File: src/rtl/hcm_fifo.sv
// ----------------------------------------------------------------------------
// hcm_fifo - small first-in first-out queue
//
// Register based queue with a count; the head entry is shown directly on
// rdata while empty is low.
// ----------------------------------------------------------------------------
`default_nettype none

module hcm_fifo #(
  parameter int WIDTH = 8,
  parameter int DEPTH = 4
) (
  input  wire logic             clk,
  input  wire logic             rst,
  input  wire logic             push,
  output logic                  full,
  input  wire logic [WIDTH-1:0] wdata,
  input  wire logic             pop,
  output logic                  empty,
  output logic      [WIDTH-1:0] rdata
);

  localparam int AW = (DEPTH > 1) ? $clog2(DEPTH) : 1;
  localparam int CW = $clog2(DEPTH + 1);

  logic [WIDTH-1:0] mem [0:DEPTH-1];
  logic [AW-1:0]    wr_ptr;
  logic [AW-1:0]    rd_ptr;
  logic [CW-1:0]    count;
  logic             do_push;
  logic             do_pop;

  assign full    = (count == CW'(DEPTH));
  assign empty   = (count == '0);
  assign do_push = push && !full;
  assign do_pop  = pop && !empty;
  assign rdata   = mem[rd_ptr];

  // store the incoming beat
  always_ff @(posedge clk) begin
    if (do_push) begin
      mem[wr_ptr] <= wdata;
    end
  end

  // advance pointers and count
  always_ff @(posedge clk) begin
    if (rst) begin
      wr_ptr <= '0;
      rd_ptr <= '0;
      count  <= '0;
    end else begin
      if (do_push) begin
        wr_ptr <= (wr_ptr == AW'(DEPTH - 1)) ? '0 : wr_ptr + 1'b1;
      end
      if (do_pop) begin
        rd_ptr <= (rd_ptr == AW'(DEPTH - 1)) ? '0 : rd_ptr + 1'b1;
      end
      case ({do_push, do_pop})
        2'b10:   count <= count + 1'b1;
        2'b01:   count <= count - 1'b1;
        default: count <= count;
      endcase
    end
  end

endmodule

`default_nettype wire

File: config.mk
export PLATFORM = sky130hd
export DESIGN_NAME = hcm_fifo
export DESIGN_NICKNAME = d
export VERILOG_FILES = /design/src/rtl/hcm_fifo.sv
export SDC_FILE = /design/constraint.sdc
export NUM_CORES = 1
export LEC_CHECK = 0
export BUFFER_PORTS_ARGS = -buffer_cell sky130_fd_sc_hd__buf_4
export CORE_ASPECT_RATIO = 0.75
export CORE_MARGIN = 5
export CORE_UTILIZATION = 50
export DETAILED_ROUTE_END_ITERATION = 6
export GPL_ROUTABILITY_DRIVEN = 0
export GPL_TIMING_DRIVEN = 0
export PLACE_DENSITY = 0.68
export SYNTH_ARGS = -nofsm -noshare
export SYNTH_HDL_FRONTEND = slang
export SYNTH_SLANG_ARGS = --single-unit
File: constraint.sdc
create_clock -name clk -period 2.67 [get_ports clk]
set_input_delay 0 -clock clk [delete_from_list [all_inputs] [get_ports clk]]
set_output_delay 0 -clock clk [all_outputs]
set_load 0.01 [all_outputs]
==> flow_summary.json <==
{
  "path_class": "flop to flop",
  "status": "completed",
  "drv_slew": 0,
  "cts_resized": 0,
  "setup_viol": 0,
  "crit_chain": "or3b_1 -> buf_6 -> and2_4 -> inv_1 -> ha_1 -> inv_1 -> fa_1 -> xor2_1 -> or3_2 -> a21oi_1",
  "yosys.area_share.simple_pct": 5.92,
  "ys_seq_area_share_pct": 69.2,
  "core_sq_um": 3220,
  "synthMostInstantiatedCell": "edfxtp_1",
  "cp_max_fo": 9,
  "firstDrtPassIters": 4,
  "fp-row-count": 18,
  "io_buffers": 20,
  "synth_top_cell_area_share_pct": 58.3,
  "grt_max_degree": 14,
  "p_leak_nw": 0.761,
  "syn_area_per_cell_sq_um": 17.2,
  "synth_nets": 115,
  "dieArea_sq_um": 4560,
  "cp_slowest_cell": "or3_2",
  "cp_data_arrival_time_ns": 2.70,
  "numCtsBuffers": 5,
  "finalCriticalPeriod_ns": 2.48,
  "rsz0062_at_grt": "false",
  "synthFlopType": "edfxtp_1",
  "p_per_area_nw_per_um2": 851,
  "path_delay_family": "simple AND/OR/NAND/NOR gates",
  "wl_per_cell_um": 14.9,
  "clock_sinks": 41,
  "initial_core_util_pct": 51.2,
  "max_cap_viol_count": 0,
  "die-height_um": 59.7,
  "clockBufferDepth": 2,
  "vdd.ir_drop.worst_mv": 0.576,
  "synth_compound_area_share_pct": 3.19,
  "crit_required_ns": 2.89,
  "first_iter_violations": 32,
  "synth_warnings": 0,
  "fin_crit_sh_pct": 92.9,
  "antenna_cells": 0,
  "async_flop_share_pct": 0,
  "syn_area_sq_um": 1650,
  "ios": 22,
  "cp_num_buf_inv": 3,
  "grt_pass1_vias": 908,
  "drive_above_1_share_pct": 31.8,
  "clockRootBuffer": "clkbuf_8",
  "min_path_type": "input pin to flop",
  "cts_tree": "built",
  "reg2reg_depth": 10,
  "cp_slowest_stage_delay_ns": 0.41,
  "finalInstanceArea_sq_um": 2020,
  "grt_pass1_wl_mm": 4.18,
  "synth_cell_types": 27,
  "yosys_register_bits": 41,
  "layout.nets": 150,
  "synth_top_area_cell": "edfxtp_1",
  "crit_cells": 10,
  "worst_skew_pair.late_latency_ns": 0.28,
  "finalHoldViolations": 0,
  "track_usage_pct": 12.5,
  "min_path_cells": 3,
  "antenna_left": 0,
  "start_kind": "flop",
  "dp_hpwl_mm": 1.77,
  "antenna_found_initial": 0,
  "clock.fmax_mhz": 403,
  "synth_mux_area_share_pct": 11.5,
  "syn_to_final_growth_pct": 22.7,
  "netlist_top_cells_count": "edfxtp_1, dfxtp_1, inv_1, mux4_2, ha_1",
  "endpoint_kind": "flop",
  "slew_headroom_pct": 60.4,
  "avgViaCountPerCell": 5.16,
  "wirelength_mm": 2.57,
  "finish.utilization_pct": 62.8,
  "cpMostUsedCell": "inv_1",
  "path_clk_slew_ns": 0.07,
  "cts_htree_levels": 2,
  "vias": 888,
  "synth_top_family_by_area": "multiplexers",
  "synthAdderAreaFrac_pct": 5.77,
  "fin_tns_setup_ns": 0,
  "post_dp_cell_area_sq_um": 1850,
  "finClkSkew_ns": 0.00908,
  "synth_xor_area_share_pct": 1.06,
  "synth_cells": 96,
  "drc": 0,
  "globalRouteOverflowTotal": 0,
  "die_w_um": 76.3,
  "worst_pin_slew_ns": 0.589,
  "synth_edf_count": 32,
  "netlist_top_cells_area": "edfxtp_1, dfxtp_1, mux4_2, ha_1, inv_1"
}
## layout make-up
cell class	count	area, sq um
buffer	4	23.8
clock buffer	7	86.3
clock inverter	1	7.51
fill	251	1200
inverter	8	30.0
multi-input combinational	43	453
sequential	41	1140
tap	40	50.0
timing repair buffer	28	230
## through the flow
stage / instances / worst slack [ns] / total power [mW] / hold slack (ns)
after CTS: 172 / 0.191 / 1.74 / 0.00700
after detailed placement: 156 / 0.217 / 1.33 / 0.205
final: 172 / 0.189 / 1.72 / 0.0133
after global routing: 172 / 0.0558 / 1.82 / 0.0105
after floorplan: 96 / 0.320 / 1.15 / 0.0989
after global placement: 156 / 0.237 / 1.31 / 0.200
## worst min-delay path, stage by stage
cell	delay, ns
buf_4	0.12
nand3_1	0.08
o31ai_2	0.06
## sequential cells by signal, summed over array words and instances, names as in the netlist, named ones only
| signal | flops |
|---|---|
| count | 3 |
| mem | 32 |
| rd_ptr | 2 |
| wr_ptr | 2 |
## cells by family (layout without fill, tap and decap cells)
logic type | Yosys count | after routing
flip-flops | 41 | 41
AND/OR/NAND/NOR | 17 | 17
buffers and inverters | 12 | 48
multiplexers | 9 | 9
AO/OA/AOI/OAI | 8 | 8
adder cells (fa/ha/maj) | 7 | 7
XOR/XNOR | 2 | 2
## path summary, 6_finish.rpt
kind / startpoint / endpoint / slack, ns
max: count[1]$_SDFFE_PP0P_ / count[2]$_SDFFE_PP0P_ / 0.19
min: push / wr_ptr[0]$_SDFFE_PP0P_ / 0.01
max reg2reg: count[1]$_SDFFE_PP0P_ / count[2]$_SDFFE_PP0P_ / 0.19
min reg2reg: rd_ptr[0]$_SDFFE_PP0P_ / flop / 0.51
## what timing repair did
item                                    4_1_cts  5_1_grt
hold buffers                                  8        0
buffers inserted                              0        0
endpoints found under the setup margin        0        0
hold endpoints to repair                     32        0
## placed cells by master (no fill, tap or decap), types with 4 or more instances in the layout
cell / n
mux4_2: 8
edfxtp_1: 32
nor2_1: 4
inv_1: 8
buf_4: 20
clkbuf_8: 6
a21oi_1: 4
dlygate4sd3_1: 8
dfxtp_1: 9
ha_1: 6
## power breakdown
part	switching [mW]	leakage [nW]	internal, mW	total, mW
logic	0.240	0.349	0.261	0.501
clock network	0.191	0.0445	0.210	0.401
registers	0.0426	0.367	0.776	0.818
## layer usage
metal  wire length, um  vias to the layer above  part of all wire (%)  global-route usage, %
li1                  -                      430                     -                      -
met4                19                        0                  0.74                   4.49
met3               146                        2                   5.7                   5.57
met5                 0                        -                     0                      0
met2              1310                       21                    51                   21.0
met1              1100                      435                    43                   14.4
Note: power is estimated with default switching activity, not from simulation.
