$ cat src/rtl/hcm_pkg.sv
// ----------------------------------------------------------------------------
// hcm_pkg - shared types and constants for the height to colormap block
//
// Register and mode codes, channel source selects, the job word that travels
// from the classifying front to the divider back, and the result word.
// ----------------------------------------------------------------------------
`default_nettype none

package hcm_pkg;

  // largest supported color count
  localparam int MAX_COLORS = 65536;

  // quotient bits of the index divider and of the component dividers
  localparam int IDX_BITS  = 16;
  localparam int COMP_BITS = 16;

  // n / 3 as (n * DIV3_MUL) >> DIV3_SHIFT, exact for n below 2^17
  localparam logic [16:0] DIV3_MUL   = 17'd43691;
  localparam int          DIV3_SHIFT = 17;

  // 1.0 in Q0.16
  localparam logic [15:0] FULL_SCALE = 16'hFFFF;

  // default queue depths
  localparam int MID_Q_DEPTH = 4;
  localparam int RES_Q_DEPTH = 4;

  // configuration register indexes
  typedef enum logic [1:0] {
    REG_HEIGHT_MIN  = 2'd0,
    REG_HEIGHT_SPAN = 2'd1,
    REG_COLOR_COUNT = 2'd2,
    REG_MAP_MODE    = 2'd3
  } reg_idx_t;

  // color map selection
  typedef enum logic [1:0] {
    MODE_JET   = 2'd0,
    MODE_HUE   = 2'd1,
    MODE_GRAY  = 2'd2,
    MODE_WHITE = 2'd3
  } mode_t;

  // where one output channel takes its value from
  typedef enum logic [1:0] {
    SRC_ZERO = 2'd0,
    SRC_FULL = 2'd1,
    SRC_T0   = 2'd2,
    SRC_T1   = 2'd3
  } src_t;

  // classified item: index, channel selects and two component ratios
  typedef struct packed {
    logic [15:0] color_index;
    src_t        src_r;
    src_t        src_g;
    src_t        src_b;
    logic [16:0] num0;
    logic [16:0] den0;
    logic [16:0] num1;
    logic [16:0] den1;
  } job_t;

  // finished result
  typedef struct packed {
    logic [15:0] color_index;
    logic [15:0] red;
    logic [15:0] green;
    logic [15:0] blue;
  } res_t;

endpackage

`default_nettype wire

$ cat src/rtl/hcm_back.sv
// ----------------------------------------------------------------------------
// hcm_back - component dividers and color assembly
//
// Two pipelined dividers work out round(num/den * 65535) for each job, one
// quotient bit per stage; the last stage routes them onto red, green, blue.
// ----------------------------------------------------------------------------
`default_nettype none

module hcm_back import hcm_pkg::*; (
  input  wire logic clk,
  input  wire logic rst,
  input  wire logic job_empty,
  output logic      job_pop,
  input  wire job_t job,
  output logic      res_push,
  input  wire logic res_full,
  output res_t      res
);

  localparam int NST = COMP_BITS;

  logic        adv;
  logic        b_v    [0:NST];
  logic [15:0] b_idx  [0:NST];
  src_t        b_sr   [0:NST];
  src_t        b_sg   [0:NST];
  src_t        b_sb   [0:NST];
  logic [33:0] b_rem  [0:1][0:NST];
  logic [17:0] b_dvs  [0:1][0:NST];
  logic        b_z    [0:1][0:NST];
  logic [15:0] b_q    [0:1][0:NST];
  logic [33:0] rem_next [0:1][1:NST];
  logic [15:0] q_next   [0:1][1:NST];
  logic [16:0] num_in [0:1];
  logic [16:0] den_in [0:1];
  logic [16:0] num_c  [0:1];
  logic [33:0] dvd_in [0:1];
  logic [15:0] t0;
  logic [15:0] t1;

  function automatic logic [15:0] pick(input src_t s, input logic [15:0] a,
                                       input logic [15:0] b);
    logic [15:0] v;
    case (s)
      SRC_ZERO: v = '0;
      SRC_FULL: v = FULL_SCALE;
      SRC_T0:   v = a;
      SRC_T1:   v = b;
      default:  v = '0;
    endcase
    return v;
  endfunction

  // hold the whole pipe while a finished result waits on a full result queue
  assign adv      = !(b_v[NST] && res_full);
  assign job_pop  = adv && !job_empty;
  assign res_push = b_v[NST] && !res_full;

  // set up dividend num*2*65535 + den and divisor 2*den, num clamped to den
  always_comb begin
    num_in[0] = job.num0;
    den_in[0] = job.den0;
    num_in[1] = job.num1;
    den_in[1] = job.den1;
    for (int u = 0; u < 2; u++) begin
      num_c[u]  = (num_in[u] > den_in[u]) ? den_in[u] : num_in[u];
      dvd_in[u] = {num_c[u], 17'b0} - {16'b0, num_c[u], 1'b0} + {17'b0, den_in[u]};
    end
  end

  // one quotient bit per stage for both units
  always_comb begin
    logic [33:0] trial;
    for (int u = 0; u < 2; u++) begin
      for (int k = 1; k <= NST; k++) begin
        trial = 34'(b_dvs[u][k-1]) << (NST - k);
        if (b_rem[u][k-1] >= trial) begin
          rem_next[u][k] = b_rem[u][k-1] - trial;
          q_next[u][k]   = {b_q[u][k-1][14:0], 1'b1};
        end else begin
          rem_next[u][k] = b_rem[u][k-1];
          q_next[u][k]   = {b_q[u][k-1][14:0], 1'b0};
        end
      end
    end
  end

  // valid bits
  always_ff @(posedge clk) begin
    if (rst) begin
      for (int k = 0; k <= NST; k++) begin
        b_v[k] <= 1'b0;
      end
    end else if (adv) begin
      b_v[0] <= job_pop;
      for (int k = 1; k <= NST; k++) begin
        b_v[k] <= b_v[k-1];
      end
    end
  end

  // divider datapath and sideband
  always_ff @(posedge clk) begin
    if (adv) begin
      b_idx[0] <= job.color_index;
      b_sr[0]  <= job.src_r;
      b_sg[0]  <= job.src_g;
      b_sb[0]  <= job.src_b;
      for (int u = 0; u < 2; u++) begin
        b_rem[u][0] <= dvd_in[u];
        b_dvs[u][0] <= {den_in[u], 1'b0};
        b_z[u][0]   <= (den_in[u] == '0);
        b_q[u][0]   <= '0;
      end
      for (int k = 1; k <= NST; k++) begin
        b_idx[k] <= b_idx[k-1];
        b_sr[k]  <= b_sr[k-1];
        b_sg[k]  <= b_sg[k-1];
        b_sb[k]  <= b_sb[k-1];
        for (int u = 0; u < 2; u++) begin
          b_rem[u][k] <= rem_next[u][k];
          b_dvs[u][k] <= b_dvs[u][k-1];
          b_z[u][k]   <= b_z[u][k-1];
          b_q[u][k]   <= q_next[u][k];
        end
      end
    end
  end

  // drop the quotient of an empty ratio, route onto the channels
  assign t0 = b_z[0][NST] ? '0 : b_q[0][NST];
  assign t1 = b_z[1][NST] ? '0 : b_q[1][NST];

  always_comb begin
    res.color_index = b_idx[NST];
    res.red         = pick(b_sr[NST], t0, t1);
    res.green       = pick(b_sg[NST], t0, t1);
    res.blue        = pick(b_sb[NST], t0, t1);
  end

endmodule

`default_nettype wire

$ cat config.mk
export PLATFORM = sky130hd
export DESIGN_NAME = hcm_back
export DESIGN_NICKNAME = d
export VERILOG_FILES = /design/src/rtl/hcm_pkg.sv /design/src/rtl/hcm_back.sv
export SDC_FILE = /design/constraint.sdc
export NUM_CORES = 2
export LEC_CHECK = 0
export BUFFER_PORTS_ARGS = -buffer_cell sky130_fd_sc_hd__clkbuf_2
export CAP_MARGIN = 20
export CORE_MARGIN = 1.5
export CORE_UTILIZATION = 30
export DETAILED_ROUTE_END_ITERATION = 10
export PLACE_DENSITY_LB_ADDON = 0.25
export SLEW_MARGIN = 20
export SYNTH_ARGS = -nofsm -noshare
export SYNTH_HDL_FRONTEND = slang
export SYNTH_SLANG_ARGS = --single-unit
$ cat constraint.sdc
create_clock -name clk -period 74.9 [get_ports clk]
set_input_delay 14.98 -clock clk [delete_from_list [all_inputs] [get_ports clk]]
set_output_delay 14.98 -clock clk [all_outputs]
set_load 0.02 [all_outputs]
==> metrics.txt <==
outcome finished, final reports clean; relative slew slack 19.63%; Worst Tran Pin Value 1.206 ns; post-synthesis mux area share 1.441%; num ports 160; multi-input logic area 38220 sq um; largest net degree at the start of global routing 188; hold slack 0.3585 ns; FF+latch area 68980 sq um; post-route setup slack 44.47 ns; Final Hold Fails 0; Overflow after GRT 0; area post-placement 117300 sq um; Setup Fix Bufs, Post-CTS 0; number of global-route vias before repair 66380; commonest non-fill, non-tap cells in the layout 2297 x edfxtp_1, 740 x inv_1, 667 x a21oi_1, 612 x ha_1, 556 x nor2_1; I/O Buffers 159; drt initial violations 3756; pre-CTS setup slack 44.46 ns; clk root buf clkbuf_16; gate count of the mapped netlist 8676; vias post-DR 65480; sequential area share after synthesis 62.45%; synthesized cell area 110500 sq um; simple-gate share of the synthesized area 10.18%; Setup TNS Final 0 ns; starting density of the core 30.17%; compound-cell area share of the yosys netlist 10.24%; Max Cap Viol 0; cell mode on critical path clkbuf_2; GPL Wtd Cong 0.9209; critical path endpoint category output port; clk_skew 0.07105 ns; Cell Rows 222; Final nets 9754; cell family with most CP delay buffers and inverters; Slowest cell on crit path clkbuf_2; leakage 48.53 nW; post-synthesis xor/xnor area fraction 5.194%; CTS H-Tree Depth 5; Die Span Y 609.8 um; initial antenna violation count 6; Syn Area/Cell 12.73 sq um; fraction of registers with async set/reset 0%; crit-path max cell delay 0.19 ns; Post-Syn Nets 9412; core area 366100 sq um; clock tree buffer depth 4; hold_buf cts 0; via/cell ratio 4.665; GRT Util Overall 11.45%; area leader, netlist edfxtp_1; met1 Use GR 14.10%; CTS Sinks 2297; Routed Antenna Nets 0; M3 GR Usage 1.885%; critical path arrival 15.45 ns; TritonRoute pass-1 iters 6; first-pass GRT wire length 350.6 mm; Buf/Inv on CP 2; FMAX 0.03286 GHz; GRT Max-Usage Layer met2; Final setup viols 0; Routed WL 221.2 mm; Worst setup SP type input pin; top cell type's share of synthesized area 62.45%; TritonCTS buffer count 269; VDD IR max 0.00001681 V; Yosys warning count 0; Tcrit/Tclk final 40.63%; clk_lat worst skew 0.89 ns; ranking of synthesized cells by area edfxtp_1 62%, ha_1 6.9%, a21oi_1 3.0%, xnor2_1 3.0%, inv_1 2.5%; pwr dens 39.18 nW/um^2; area delta synth->final 13.76%; post-layout min period 30.43 ns; Filler cells 35162; DP Cell Count 13563; Die Wd 609.8 um; Synth Area in Adders 7.476%; main combinational cell family by area after synthesis compound AO/OA/AOI/OAI gates; CTS tree done; commonest non-fill, non-tap cell in the layout edfxtp_1; Slew Limit Fails 0; Resize count post-CTS 0; prevailing post-synth register cell edfxtp_1; Post-synth EDFFs 2297; Clock Pin Slew Worst Setup and Hold Paths 0.06 ns; share of cells above drive strength 1 8.473%; critical path type input pin to output port; non-filler cells, final 14036; Synth Register Bits 2297; Critical Path Fanout Max 4; critical path data required time 59.92 ns; DR WL/cell 15.76 um; Post-DP HPWL 163.2 mm; cell area after layout 125700 sq um; detailed-route DRC error count 0; DIE AREA 371800 sq um; worst path cell trace clkbuf_2 -> a21oi_1 -> clkbuf_2; RSZ-0062 raised after global routing no; HP Class flip-flop to flip-flop; Distinct cells, synth 98; GR Util met2 19.70%
==> worst paths after layout <==
path / from / endpoint / slack (ns) / depth (start not counted)
hold / removal: b_q[0][450] / b_q[0][435] / 0.36 / 0
setup / recovery: res_full / job_pop / 44.47 / 3
hold reg to reg: b_q[0][450] / b_q[0][435] / 0.36 / 0
setup reg to reg: b_v[0][16] / b_dvs[0][374] / 69.54 / 6
==> area by class of cell <==
cell class                      instances  area share (%)
Tap cell                             4816           4.795
Inverter                              743           2.219
Multi-Input combinational cell       5500           30.42
Timing Repair Buffer                  207          0.9897
Clock buffer                          323           5.518
Antenna cell                            3        0.005974
Clock inverter                        147           1.166
Sequential cell                      2297           54.89
==> power by group <==
part           switching (W)  leakage, nW  total [W]  internal, W
registers           0.000224         23.8    0.00212      0.00189
logic               0.000859         20.6    0.00157     0.000709
clock network       0.000519         4.07    0.00124     0.000720
total                0.00160         48.5    0.00492      0.00332
==> stage by stage <==
step,power [W],utilization (%)
global placement,0.003645,32.03
global route,0.005253,34.32
detailed placement,0.003702,32.03
finish,0.004924,34.32
CTS,0.004976,34.32
floorplan,0.003281,-
==> logic make-up (layout without fill, tap and decap cells) <==
kind of cell | Yosys count | count (layout)
simple gates | 2220 | 2220
mux | 145 | 145
compound gates | 1838 | 1838
fa+ha+maj | 642 | 642
buf+inv | 879 | 1420
flops | 2297 | 2297
xor+xnor | 655 | 655
other cells | 0 | 3
==> cell usage after synthesis (26+ instances only) <==
library cell / instances
fa_1: 30
xor2_1: 282
or4_1: 28
nor2_1: 559
ha_1: 612
or3_1: 71
a21o_1: 194
mux2_2: 101
inv_1: 740
o21bai_1: 43
a31oi_1: 46
clkbuf_1: 100
nand2_1: 520
nand2b_1: 142
a21oi_1: 669
o21a_1: 84
nor2b_1: 108
buf_2: 30
xnor2_1: 373
nand4b_1: 31
nor4_1: 108
nor3_1: 175
and2_1: 46
o21ai_0: 426
a211oi_1: 62
o211ai_1: 26
edfxtp_1: 2297
nand3_1: 129
mux2i_1: 33
and3_1: 35
nand4_1: 95
o31ai_1: 54
nor4b_1: 28
or2_2: 45
==> layer usage <==
layer,share of wire (%),wire [um]
met5,0,0
met4,4.3,9535
met3,3.8,8491
met2,47,103600
met1,45,99590
==> state kept, by name, indices dropped and copies added (netlist names) <==
signal,count
b_sg,34
b_z,34
b_idx,272
b_sr,34
b_sb,34
b_dvs,512
b_v,17
b_q,272
b_rem,1088
Note: power is estimated with default switching activity, not from simulation.
